**src/hw/rtl/pldf_pkg.sv**
```systemverilog
`timescale 1ns / 1ps
`default_nettype none
package pldf_pkg;

    localparam int unsigned CFG_INDEX_W = 3;

    localparam logic [CFG_INDEX_W-1:0] REG_LOOP_PERIOD      = 3'd0;
    localparam logic [CFG_INDEX_W-1:0] REG_PHASE_GAIN_DIV   = 3'd1;
    localparam logic [CFG_INDEX_W-1:0] REG_FREQ_GAIN        = 3'd2;
    localparam logic [CFG_INDEX_W-1:0] REG_CORRECTION_LIMIT = 3'd3;
    localparam logic [CFG_INDEX_W-1:0] REG_STEP_INTERVAL    = 3'd4;
    localparam logic [CFG_INDEX_W-1:0] REG_STEPPING_ON      = 3'd5;
    localparam logic [CFG_INDEX_W-1:0] REG_LOCKING_ON       = 3'd6;

    localparam logic [15:0] RST_LOOP_PERIOD      = 16'd16880;
    localparam logic [7:0]  RST_PHASE_GAIN_DIV   = 8'd100;
    localparam logic [7:0]  RST_FREQ_GAIN        = 8'd0;
    localparam logic [15:0] RST_CORRECTION_LIMIT = 16'd8192;
    localparam logic [15:0] RST_STEP_INTERVAL    = 16'd300;
    localparam logic [15:0] RST_DAC_LEVEL        = 16'd32768;
    localparam logic [15:0] RST_TARGET_DELAY     = RST_LOOP_PERIOD >> 1;

    localparam int unsigned DIV_STEPS = 16;

    typedef enum logic [1:0] {
        OP_CAPTURE = 2'd0,
        OP_UNLOCK  = 2'd1,
        OP_LOAD    = 2'd2,
        OP_NONE    = 2'd3
    } op_t;

    typedef enum logic [2:0] {
        ST_IDLE,
        ST_EXEC,
        ST_DIV_INIT,
        ST_DIV,
        ST_APPLY,
        ST_DONE
    } state_t;

    typedef struct packed {
        logic [15:0] loop_period;
        logic [7:0]  phase_gain_divisor;
        logic [7:0]  freq_gain;
        logic [15:0] correction_limit;
        logic [15:0] step_interval;
        logic        stepping_on;
        logic        locking_on;
    } cfg_t;

    typedef struct packed {
        logic load_in;
        logic exec;
        logic div_init;
        logic div_step;
        logic apply;
        logic out_load;
    } cmd_t;

    typedef struct packed {
        logic corr_needed;
        logic div_last;
    } status_t;

endpackage
`default_nettype wire

```
**src/hw/rtl/pldf_cfg.sv**
```systemverilog
`timescale 1ns / 1ps
`default_nettype none
module pldf_cfg (
    input  logic                             clk,
    input  logic                             rst_n,
    input  logic                             cfg_valid,
    output logic                             cfg_ready,
    input  logic [pldf_pkg::CFG_INDEX_W-1:0] cfg_index,
    input  logic [15:0]                      cfg_data,
    output pldf_pkg::cfg_t                   cfg
);
    import pldf_pkg::*;

    cfg_t cfg_reg;

    assign cfg_ready = 1'b1;
    assign cfg       = cfg_reg;

    always_ff @(posedge clk or negedge rst_n)
    begin
        if (!rst_n)
        begin
            cfg_reg.loop_period        <= RST_LOOP_PERIOD;
            cfg_reg.phase_gain_divisor <= RST_PHASE_GAIN_DIV;
            cfg_reg.freq_gain          <= RST_FREQ_GAIN;
            cfg_reg.correction_limit   <= RST_CORRECTION_LIMIT;
            cfg_reg.step_interval      <= RST_STEP_INTERVAL;
            cfg_reg.stepping_on        <= 1'b0;
            cfg_reg.locking_on         <= 1'b0;
        end
        else if (cfg_valid && cfg_ready)
        begin
            unique case (cfg_index)
                REG_LOOP_PERIOD:      cfg_reg.loop_period        <= cfg_data;
                REG_PHASE_GAIN_DIV:   cfg_reg.phase_gain_divisor <= cfg_data[7:0];
                REG_FREQ_GAIN:        cfg_reg.freq_gain          <= cfg_data[7:0];
                REG_CORRECTION_LIMIT: cfg_reg.correction_limit   <= cfg_data;
                REG_STEP_INTERVAL:    cfg_reg.step_interval      <= cfg_data;
                REG_STEPPING_ON:      cfg_reg.stepping_on        <= cfg_data[0];
                REG_LOCKING_ON:       cfg_reg.locking_on         <= cfg_data[0];
                default:              ;
            endcase
        end
    end

endmodule
`default_nettype wire

```
**src/hw/rtl/pldf_ctrl.sv**
```systemverilog
`timescale 1ns / 1ps
`default_nettype none
module pldf_ctrl (
    input  logic              clk,
    input  logic              rst_n,
    input  logic              in_valid,
    output logic              in_ready,
    output logic              out_valid,
    input  logic              out_ready,
    input  pldf_pkg::status_t status,
    output pldf_pkg::cmd_t    cmd
);
    import pldf_pkg::*;

    state_t state_reg;
    state_t state_next;
    logic   out_valid_reg;
    logic   out_valid_next;

    assign out_valid = out_valid_reg;

    always_ff @(posedge clk or negedge rst_n)
    begin
        if (!rst_n)
        begin
            state_reg     <= ST_IDLE;
            out_valid_reg <= 1'b0;
        end
        else
        begin
            state_reg     <= state_next;
            out_valid_reg <= out_valid_next;
        end
    end

    always_comb
    begin
        state_next     = state_reg;
        cmd            = '0;
        in_ready       = 1'b0;
        out_valid_next = out_valid_reg && !out_ready;
        unique case (state_reg)
            ST_IDLE:
            begin
                in_ready = 1'b1;
                if (in_valid)
                begin
                    cmd.load_in = 1'b1;
                    state_next  = ST_EXEC;
                end
            end
            ST_EXEC:
            begin
                cmd.exec   = 1'b1;
                state_next = status.corr_needed ? ST_DIV_INIT : ST_DONE;
            end
            ST_DIV_INIT:
            begin
                cmd.div_init = 1'b1;
                state_next   = ST_DIV;
            end
            ST_DIV:
            begin
                cmd.div_step = 1'b1;
                if (status.div_last)
                begin
                    state_next = ST_APPLY;
                end
            end
            ST_APPLY:
            begin
                cmd.apply  = 1'b1;
                state_next = ST_DONE;
            end
            ST_DONE:
            begin
                if (!out_valid_reg || out_ready)
                begin
                    cmd.out_load   = 1'b1;
                    out_valid_next = 1'b1;
                    state_next     = ST_IDLE;
                end
            end
            default:
            begin
                state_next = ST_IDLE;
            end
        endcase
    end

endmodule
`default_nettype wire

```
**src/hw/rtl/pldf_datapath.sv**
```systemverilog
`timescale 1ns / 1ps
`default_nettype none
module pldf_datapath (
    input  logic              clk,
    input  logic              rst_n,
    input  pldf_pkg::cfg_t    cfg,
    input  pldf_pkg::cmd_t    cmd,
    output pldf_pkg::status_t status,
    input  logic [1:0]        in_op,
    input  logic [15:0]       in_compare_value,
    input  logic [15:0]       in_capture_value,
    input  logic [15:0]       in_dac_load_value,
    output logic [15:0]       dac_level_out,
    output logic              dac_changed,
    output logic [15:0]       measured_delay,
    output logic [15:0]       setpoint_out
);
    import pldf_pkg::*;

    // item latch
    op_t         op_reg;
    logic [15:0] compare_reg;
    logic [15:0] capture_reg;
    logic [15:0] load_reg;

    // loop state
    logic [15:0] dac_level_reg;
    logic [15:0] last_delay_reg;
    logic [15:0] prior_delay_reg;
    logic [15:0] target_delay_reg;
    logic [15:0] step_count_reg;
    logic        step_phase_reg;
    logic        changed_reg;

    // correction work registers
    logic        pos_reg;
    logic [15:0] prod_reg;
    logic [7:0]  rem_reg;
    logic [15:0] quo_reg;
    logic [3:0]  div_cnt_reg;

    // result registers
    logic [15:0] out_dac_reg;
    logic        out_changed_reg;
    logic [15:0] out_delay_reg;
    logic [15:0] out_setpoint_reg;

    logic [15:0] diff;
    logic [15:0] folded;
    logic [7:0]  divisor;
    logic [8:0]  rem_shift;
    logic        quo_bit;
    logic [7:0]  rem_next;
    logic [15:0] corr;
    logic [15:0] dac_next;
    logic [15:0] step_count_inc;
    logic [13:0] quarter;
    logic [15:0] setpoint_hi;
    logic [15:0] setpoint_lo;
    logic [15:0] delay_delta;
    logic [23:0] prod_full;

    assign diff    = compare_reg - capture_reg;
    assign folded  = (diff < cfg.loop_period) ? diff : 16'(16'd0 - diff);
    assign divisor = (cfg.phase_gain_divisor == 8'd0) ? 8'd1 : cfg.phase_gain_divisor;

    assign rem_shift = {rem_reg, quo_reg[15]};
    assign quo_bit   = (rem_shift >= {1'b0, divisor});
    assign rem_next  = quo_bit ? 8'(rem_shift - {1'b0, divisor}) : rem_shift[7:0];

    assign delay_delta = last_delay_reg - prior_delay_reg;
    assign prod_full   = cfg.freq_gain * delay_delta;

    assign corr     = (quo_reg > cfg.correction_limit) ? cfg.correction_limit : quo_reg;
    assign dac_next = pos_reg ? (dac_level_reg - prod_reg - corr)
                              : (dac_level_reg - prod_reg + corr);

    assign step_count_inc = step_count_reg + 16'd1;
    assign quarter        = cfg.loop_period[15:2];
    assign setpoint_lo    = {quarter, 2'b00} >> 1;
    assign setpoint_hi    = 16'({quarter, 1'b0}) + 16'(quarter);

    assign status.corr_needed = (op_reg == OP_CAPTURE) && cfg.locking_on
                                && (last_delay_reg < cfg.loop_period);
    assign status.div_last    = (div_cnt_reg == 4'(DIV_STEPS - 1));

    assign dac_level_out  = out_dac_reg;
    assign dac_changed    = out_changed_reg;
    assign measured_delay = out_delay_reg;
    assign setpoint_out   = out_setpoint_reg;

    always_ff @(posedge clk)
    begin
        if (cmd.load_in)
        begin
            op_reg      <= op_t'(in_op);
            compare_reg <= in_compare_value;
            capture_reg <= in_capture_value;
            load_reg    <= in_dac_load_value;
        end
        if (cmd.div_init)
        begin
            pos_reg     <= (last_delay_reg > target_delay_reg);
            prod_reg    <= prod_full[15:0];
            rem_reg     <= '0;
            quo_reg     <= (last_delay_reg > target_delay_reg)
                           ? (last_delay_reg - target_delay_reg)
                           : (target_delay_reg - last_delay_reg);
            div_cnt_reg <= '0;
        end
        else if (cmd.div_step)
        begin
            rem_reg     <= rem_next;
            quo_reg     <= {quo_reg[14:0], quo_bit};
            div_cnt_reg <= div_cnt_reg + 4'd1;
        end
        if (cmd.out_load)
        begin
            out_dac_reg      <= dac_level_reg;
            out_changed_reg  <= changed_reg;
            out_delay_reg    <= last_delay_reg;
            out_setpoint_reg <= target_delay_reg;
        end
    end

    always_ff @(posedge clk or negedge rst_n)
    begin
        if (!rst_n)
        begin
            dac_level_reg    <= RST_DAC_LEVEL;
            last_delay_reg   <= RST_LOOP_PERIOD;
            prior_delay_reg  <= RST_LOOP_PERIOD;
            target_delay_reg <= RST_TARGET_DELAY;
            step_count_reg   <= '0;
            step_phase_reg   <= 1'b0;
            changed_reg      <= 1'b0;
        end
        else if (cmd.exec)
        begin
            changed_reg <= 1'b0;
            unique case (op_reg)
                OP_CAPTURE:
                begin
                    prior_delay_reg <= last_delay_reg;
                    last_delay_reg  <= folded;
                end
                OP_UNLOCK:
                begin
                    target_delay_reg <= cfg.loop_period >> 1;
                    step_phase_reg   <= 1'b0;
                end
                OP_LOAD:
                begin
                    dac_level_reg <= load_reg;
                    changed_reg   <= 1'b1;
                end
                default: ;
            endcase
        end
        else if (cmd.apply)
        begin
            dac_level_reg <= dac_next;
            changed_reg   <= 1'b1;
            if (cfg.stepping_on)
            begin
                if (step_count_inc == cfg.step_interval)
                begin
                    step_count_reg   <= '0;
                    step_phase_reg   <= !step_phase_reg;
                    target_delay_reg <= step_phase_reg ? setpoint_lo : setpoint_hi;
                end
                else
                begin
                    step_count_reg <= step_count_inc;
                end
            end
        end
    end

endmodule
`default_nettype wire

```
**src/hw/rtl/phase_lock_dac_feedback_top.sv**
```systemverilog
`timescale 1ns / 1ps
`default_nettype none
// Phase-lock DAC feedback loop. Each input beat is a capture event, an unlock
// restart, a DAC load or a no-op (selected by s_tuser) and yields exactly one output beat
// with the DAC level, a changed flag, the folded capture delay and the current
// setpoint. Items are processed one at a time: a no-op, unlock, load or capture
// that makes no correction goes from EXEC straight to DONE; a correcting capture
// passes DIV_INIT, the 16-step restoring divider that scales the phase error, and APPLY.
// A finished result sits in the output register while the next beat is taken.
// Configuration writes are accepted every cycle and must be issued while idle;
// indexes above 6 are ignored.
module phase_lock_dac_feedback_top (
    input  logic                             clk,
    input  logic                             rst_n,
    input  logic                             s_tvalid,
    output logic                             s_tready,
    input  logic [47:0]                      s_tdata,  // compare_value, capture_value, dac_load_value
    input  logic [1:0]                       s_tuser,  // op
    output logic                             m_tvalid,
    input  logic                             m_tready,
    output logic [47:0]                      m_tdata,  // dac_level_out, measured_delay, setpoint_out
    output logic                             m_tuser,  // dac_changed
    input  logic                             cfg_valid,
    output logic                             cfg_ready,
    input  logic [pldf_pkg::CFG_INDEX_W-1:0] cfg_index,
    input  logic [15:0]                      cfg_data
);
    import pldf_pkg::*;

    cfg_t        cfg;
    cmd_t        cmd;
    status_t     status;
    logic [15:0] dac_level_out;
    logic [15:0] measured_delay;
    logic [15:0] setpoint_out;

    pldf_cfg u_cfg (
        .clk       (clk),
        .rst_n     (rst_n),
        .cfg_valid (cfg_valid),
        .cfg_ready (cfg_ready),
        .cfg_index (cfg_index),
        .cfg_data  (cfg_data),
        .cfg       (cfg)
    );

    pldf_ctrl u_ctrl (
        .clk       (clk),
        .rst_n     (rst_n),
        .in_valid  (s_tvalid),
        .in_ready  (s_tready),
        .out_valid (m_tvalid),
        .out_ready (m_tready),
        .status    (status),
        .cmd       (cmd)
    );

    pldf_datapath u_datapath (
        .clk               (clk),
        .rst_n             (rst_n),
        .cfg               (cfg),
        .cmd               (cmd),
        .status            (status),
        .in_op             (s_tuser),
        .in_compare_value  (s_tdata[15:0]),
        .in_capture_value  (s_tdata[31:16]),
        .in_dac_load_value (s_tdata[47:32]),
        .dac_level_out     (dac_level_out),
        .dac_changed       (m_tuser),
        .measured_delay    (measured_delay),
        .setpoint_out      (setpoint_out)
    );

    assign m_tdata = {setpoint_out, measured_delay, dac_level_out};

endmodule
`default_nettype wire

```
**config.mk**
```make
export PLATFORM = sky130hd
export DESIGN_NAME = phase_lock_dac_feedback_top
export DESIGN_NICKNAME = d
export VERILOG_FILES = /design/src/hw/rtl/pldf_pkg.sv /design/src/hw/rtl/pldf_cfg.sv /design/src/hw/rtl/pldf_ctrl.sv /design/src/hw/rtl/pldf_datapath.sv /design/src/hw/rtl/phase_lock_dac_feedback_top.sv
export SDC_FILE = /design/constraint.sdc
export NUM_CORES = 1
export LEC_CHECK = 0
export BUFFER_PORTS_ARGS = -buffer_cell sky130_fd_sc_hd__buf_2
export CAP_MARGIN = 20
export CORE_UTILIZATION = 45
export DETAILED_ROUTE_END_ITERATION = 8
export HOLD_SLACK_MARGIN = 0.1
export SLEW_MARGIN = 15
export SYNTH_ARGS = -nofsm -noshare
export SYNTH_HDL_FRONTEND = slang
export SYNTH_SLANG_ARGS = --single-unit
```
**constraint.sdc**
```tcl
create_clock -name clk -period 7.6 [get_ports clk]
set_clock_uncertainty 0.2 [all_clocks]
set_input_delay 0.76 -clock clk [delete_from_list [all_inputs] [get_ports clk]]
set_output_delay 0.76 -clock clk [all_outputs]
set_load 0.005 [all_outputs]
```
==> flow_metrics.env <==
export IMPL_wl_met2_mm=25.1
export IMPL_nets=2665
export IMPL_cp_depth=22
export IMPL_yosysSeqAreaShare_pct=38.0
export IMPL_antenna_found_initial=1
export IMPL_crit_slowest_cell="fa_1"
export IMPL_synth_area_sq_mm=0.0212
export IMPL_drc=0
export IMPL_cp_max_fo=8
export IMPL_clkLatencyLatePin_ps=540
export IMPL_critPathKind="flop to flop"
export IMPL_m1WireLength_mm=23.7
export IMPL_topRoutingLayerUsed="met4"
export IMPL_htreeDepth=2
export IMPL_required_ps=7670
export IMPL_worst_path_dominant_cell_family="adder cells"
export IMPL_synth_edf_count=132
export IMPL_worst_r2r_path_depth=22
export IMPL_fill_cells=4413
export IMPL_synthCells=2218
export IMPL_arrival_ps=6690
export IMPL_grt_pass1_vias=15900
export IMPL_diodes=0
export IMPL_cts_buffers=38
export IMPL_grt_max_degree=93
export IMPL_worst_pin_slew_ps=1020
export IMPL_fmax_mhz=151
export IMPL_worstHoldPathType="input pin to async pin"
export IMPL_grt_setup_unrepaired="no"
export IMPL_clockRootBuffer="clkbuf_16"
export IMPL_largest_reg_flops=66
export IMPL_routed_via_density=5.38
export IMPL_yosys_warnings=0
export IMPL_grt_pass1_wl_mm=84.8
export IMPL_post_route_util_pct=51.0
export IMPL_crit_top_cell="xnor2_1"
export IMPL_clockBufferDepth=3
export IMPL_endpoint_kind="flop"
export IMPL_synth_commonest_cells="inv_1, nand2_1, ha_1"
export IMPL_yosys_top_cells_area="edfxtp_1, dfrtp_1, ha_1, fa_1, xnor2_1"
export IMPL_drt_total_wl_mm=52.9
export IMPL_synth_main_ff_cell="edfxtp_1"
export IMPL_min_period_ps=6620
export IMPL_die_y_microns=219
export IMPL_relSlewSlack_pct=31.9
export IMPL_drtIter0Drc=1056
export IMPL_firstDrtPassIters=5
export IMPL_cts_resized=0
export IMPL_area_growth_pct=11.8
export IMPL_synthArstFlopShare_pct=51.4
export IMPL_reg2reg_from="u_datapath.last_delay_reg[1]$_DFFE_PN0P_"
export IMPL_synth_seq_cells=296
export IMPL_r2r_end="u_datapath.prod_reg[15]$_DFFE_PP_"
export IMPL_r2r_slack_ps=980
export IMPL_final_max_slew_viol_count=0
export IMPL_slowest_delay_ps=600
export IMPL_vias=16000
export IMPL_yosys_area_top_type="edfxtp_1"
export IMPL_synth_nets=2551
export IMPL_multi_input_area_sq_mm=0.0120
export IMPL_outcome="completed"
export IMPL_die_w_microns=219
export IMPL_io_pins=126
export IMPL_cp_endpoint="u_datapath.prod_reg[15]$_DFFE_PP_"
export IMPL_cts_sinks=296
export IMPL_clkTransAtPathRegs_ps=60
export IMPL_seq_area_sq_mm=0.00805
export IMPL_core_area_sq_mm=0.0465
export IMPL_rows=79
export IMPL_postCtsSetupRepairBufs=0
export IMPL_fin_ws_ps=980
export IMPL_synth_area_per_cell_sq_um=9.55
export IMPL_route_met3_wl_mm=2.16
export IMPL_hold_viol=0
export IMPL_track_usage_pct=22.7
export IMPL_drtAntennaViolNets=0
export IMPL_drive_above_1_share_pct=13.3
export IMPL_yosysTopAreaCellShare_pct=18.7
export IMPL_fin_tns_setup_ps=0
export IMPL_timing_hold_ws_ps=106
export IMPL_crit_chain="inv_1 > fa_1 > nor2b_4 > o31a_4 > o21ai_1 > a21oi_1 > a21o_1 > a21oi_1 > xnor2_1 > nand2_1 > fa_1 > fa_1 > fa_1 > fa_1 > xnor2_1 > xnor2_1 > xnor2_1 > xnor2_2 > xnor2_1 > xnor2_1 > xnor3_1 > xnor3_1"
export IMPL_hold_buffers=0
export IMPL_dp_hpwl_mm=39.9
export IMPL_fp_dieArea_sq_mm=0.0480
export IMPL_max_cap_violations=0
export IMPL_synth_most_common_cell="inv_1"
export IMPL_tritoncts="built"
export IMPL_cp_num_buf_inv=1
export IMPL_setup_viol=0
export IMPL_io_buffers=124
export IMPL_critPathLaunchType="flop"
export IMPL_startpoint="u_datapath.last_delay_reg[1]$_DFFE_PN0P_"
export IMPL_ys_types=82
export IMPL_period_share_pct=87.1
export IMPL_wl_per_cell_microns=17.8
export IMPL_pre_cts_ws_ps=981
export IMPL_start_util_pct=45.6
export IMPL_grt_overflow_total=0
export IMPL_gp_congestion=0.886
-- per-layer routing --
layer | vias to the layer above | GRT usage [%]
li1 | 7886 | -
met5 | - | 0
met1 | 7646 | 29.8
met4 | 0 | 9.14
met3 | 80 | 2.58
met2 | 349 | 38.1
-- how the worst min path moves through the flow --
stage | to | from | slack, ps | cells after the start
after CTS | u_datapath.changed_reg$_DFFE_PN0N_ | rst_n | 140 | 1
after global routing | u_datapath.load_reg[11]$_DFFE_PP_ | s_tdata[43] | 170 | 1
final | u_datapath.changed_reg$_DFFE_PN0N_ | rst_n | 110 | 1
after floorplan | u_datapath.dac_level_out[0]$_DFFE_PP_ | u_datapath.dac_level_reg[0]$_DFFE_PN0P_ | 220 | 0
after global placement | u_datapath.dac_changed$_DFFE_PP_ | u_datapath.changed_reg$_DFFE_PN0N_ | 240 | 0
after detailed placement | u_datapath.dac_changed$_DFFE_PP_ | u_datapath.changed_reg$_DFFE_PN0N_ | 240 | 0
-- cell usage in the layout, fill, tap and decap left out, types with 16 or more instances in the layout --
master     Yosys  layout
inv_1        233     233
nand4_1       16      16
nand3_1       25      25
and2_1        44      43
o21ai_1       19      19
a31oi_1       25      25
a21oi_1      127     126
nor2_1       133     130
mux2i_1       16      16
xor2_1        40      40
buf_2         15     123
ha_1         191     191
dfrtp_1      119     119
mux2_2        47      47
o21ai_0      169     169
nand2b_1      35      35
nand2_1      219     219
a21o_1        55      55
buf_4          5      19
o21a_1        26      26
nor2b_1       50      50
clkbuf_16      0      41
nor3_1        50      48
edfxtp_1     132     132
fa_1          68      68
xnor2_1      102     102
dfstp_2       33      33
-- through the flow --
stage,area [sq um],instances
5_1_grt,23700,2968
4_1_cts,23700,2968
3_3_place_gp,22500,2899
3_5_place_dp,22500,2899
2_1_floorplan,21200,2218
6_report,23700,2968
-- area by class of cell --
| class | count | share of cell area, % |
|---|---|---|
| multi-input combinational | 1618 | 50.7 |
| tap | 607 | 3.21 |
| timing repair buffer | 143 | 3.25 |
| sequential | 296 | 34.0 |
| clock buffer | 51 | 4.58 |
| inverter | 235 | 3.72 |
| clock inverter | 18 | 0.608 |
-- worst reg2reg max path, delay by kind of cell, from the launching register on --
| family | cells | cell delay, ps |
|---|---|---|
| AO/OA/AOI/OAI | 5 | 600 |
| XOR/XNOR | 9 | 2050 |
| buffers and inverters | 1 | 170 |
| AND/OR/NAND/NOR | 2 | 300 |
| flip-flops | 1 | 510 |
| adder cells (fa/ha/maj) | 5 | 2510 |
-- cells by family after synthesis --
kind of cell	Yosys count	share of synthesized area (%)
AOI/OAI and AO/OA	510	14.6
xor gates and xnor gates	145	6.16
adders and majority gates	259	17.7
buffers and inverters	304	5.57
DFF	296	38.0
muxes	63	3.25
other	1	0.0177
and+or+nand+nor	640	14.7
Power is left out: the tool's default activity adds up to more than one toggle a clock period on the data nets, which glitch-free logic cannot reach.
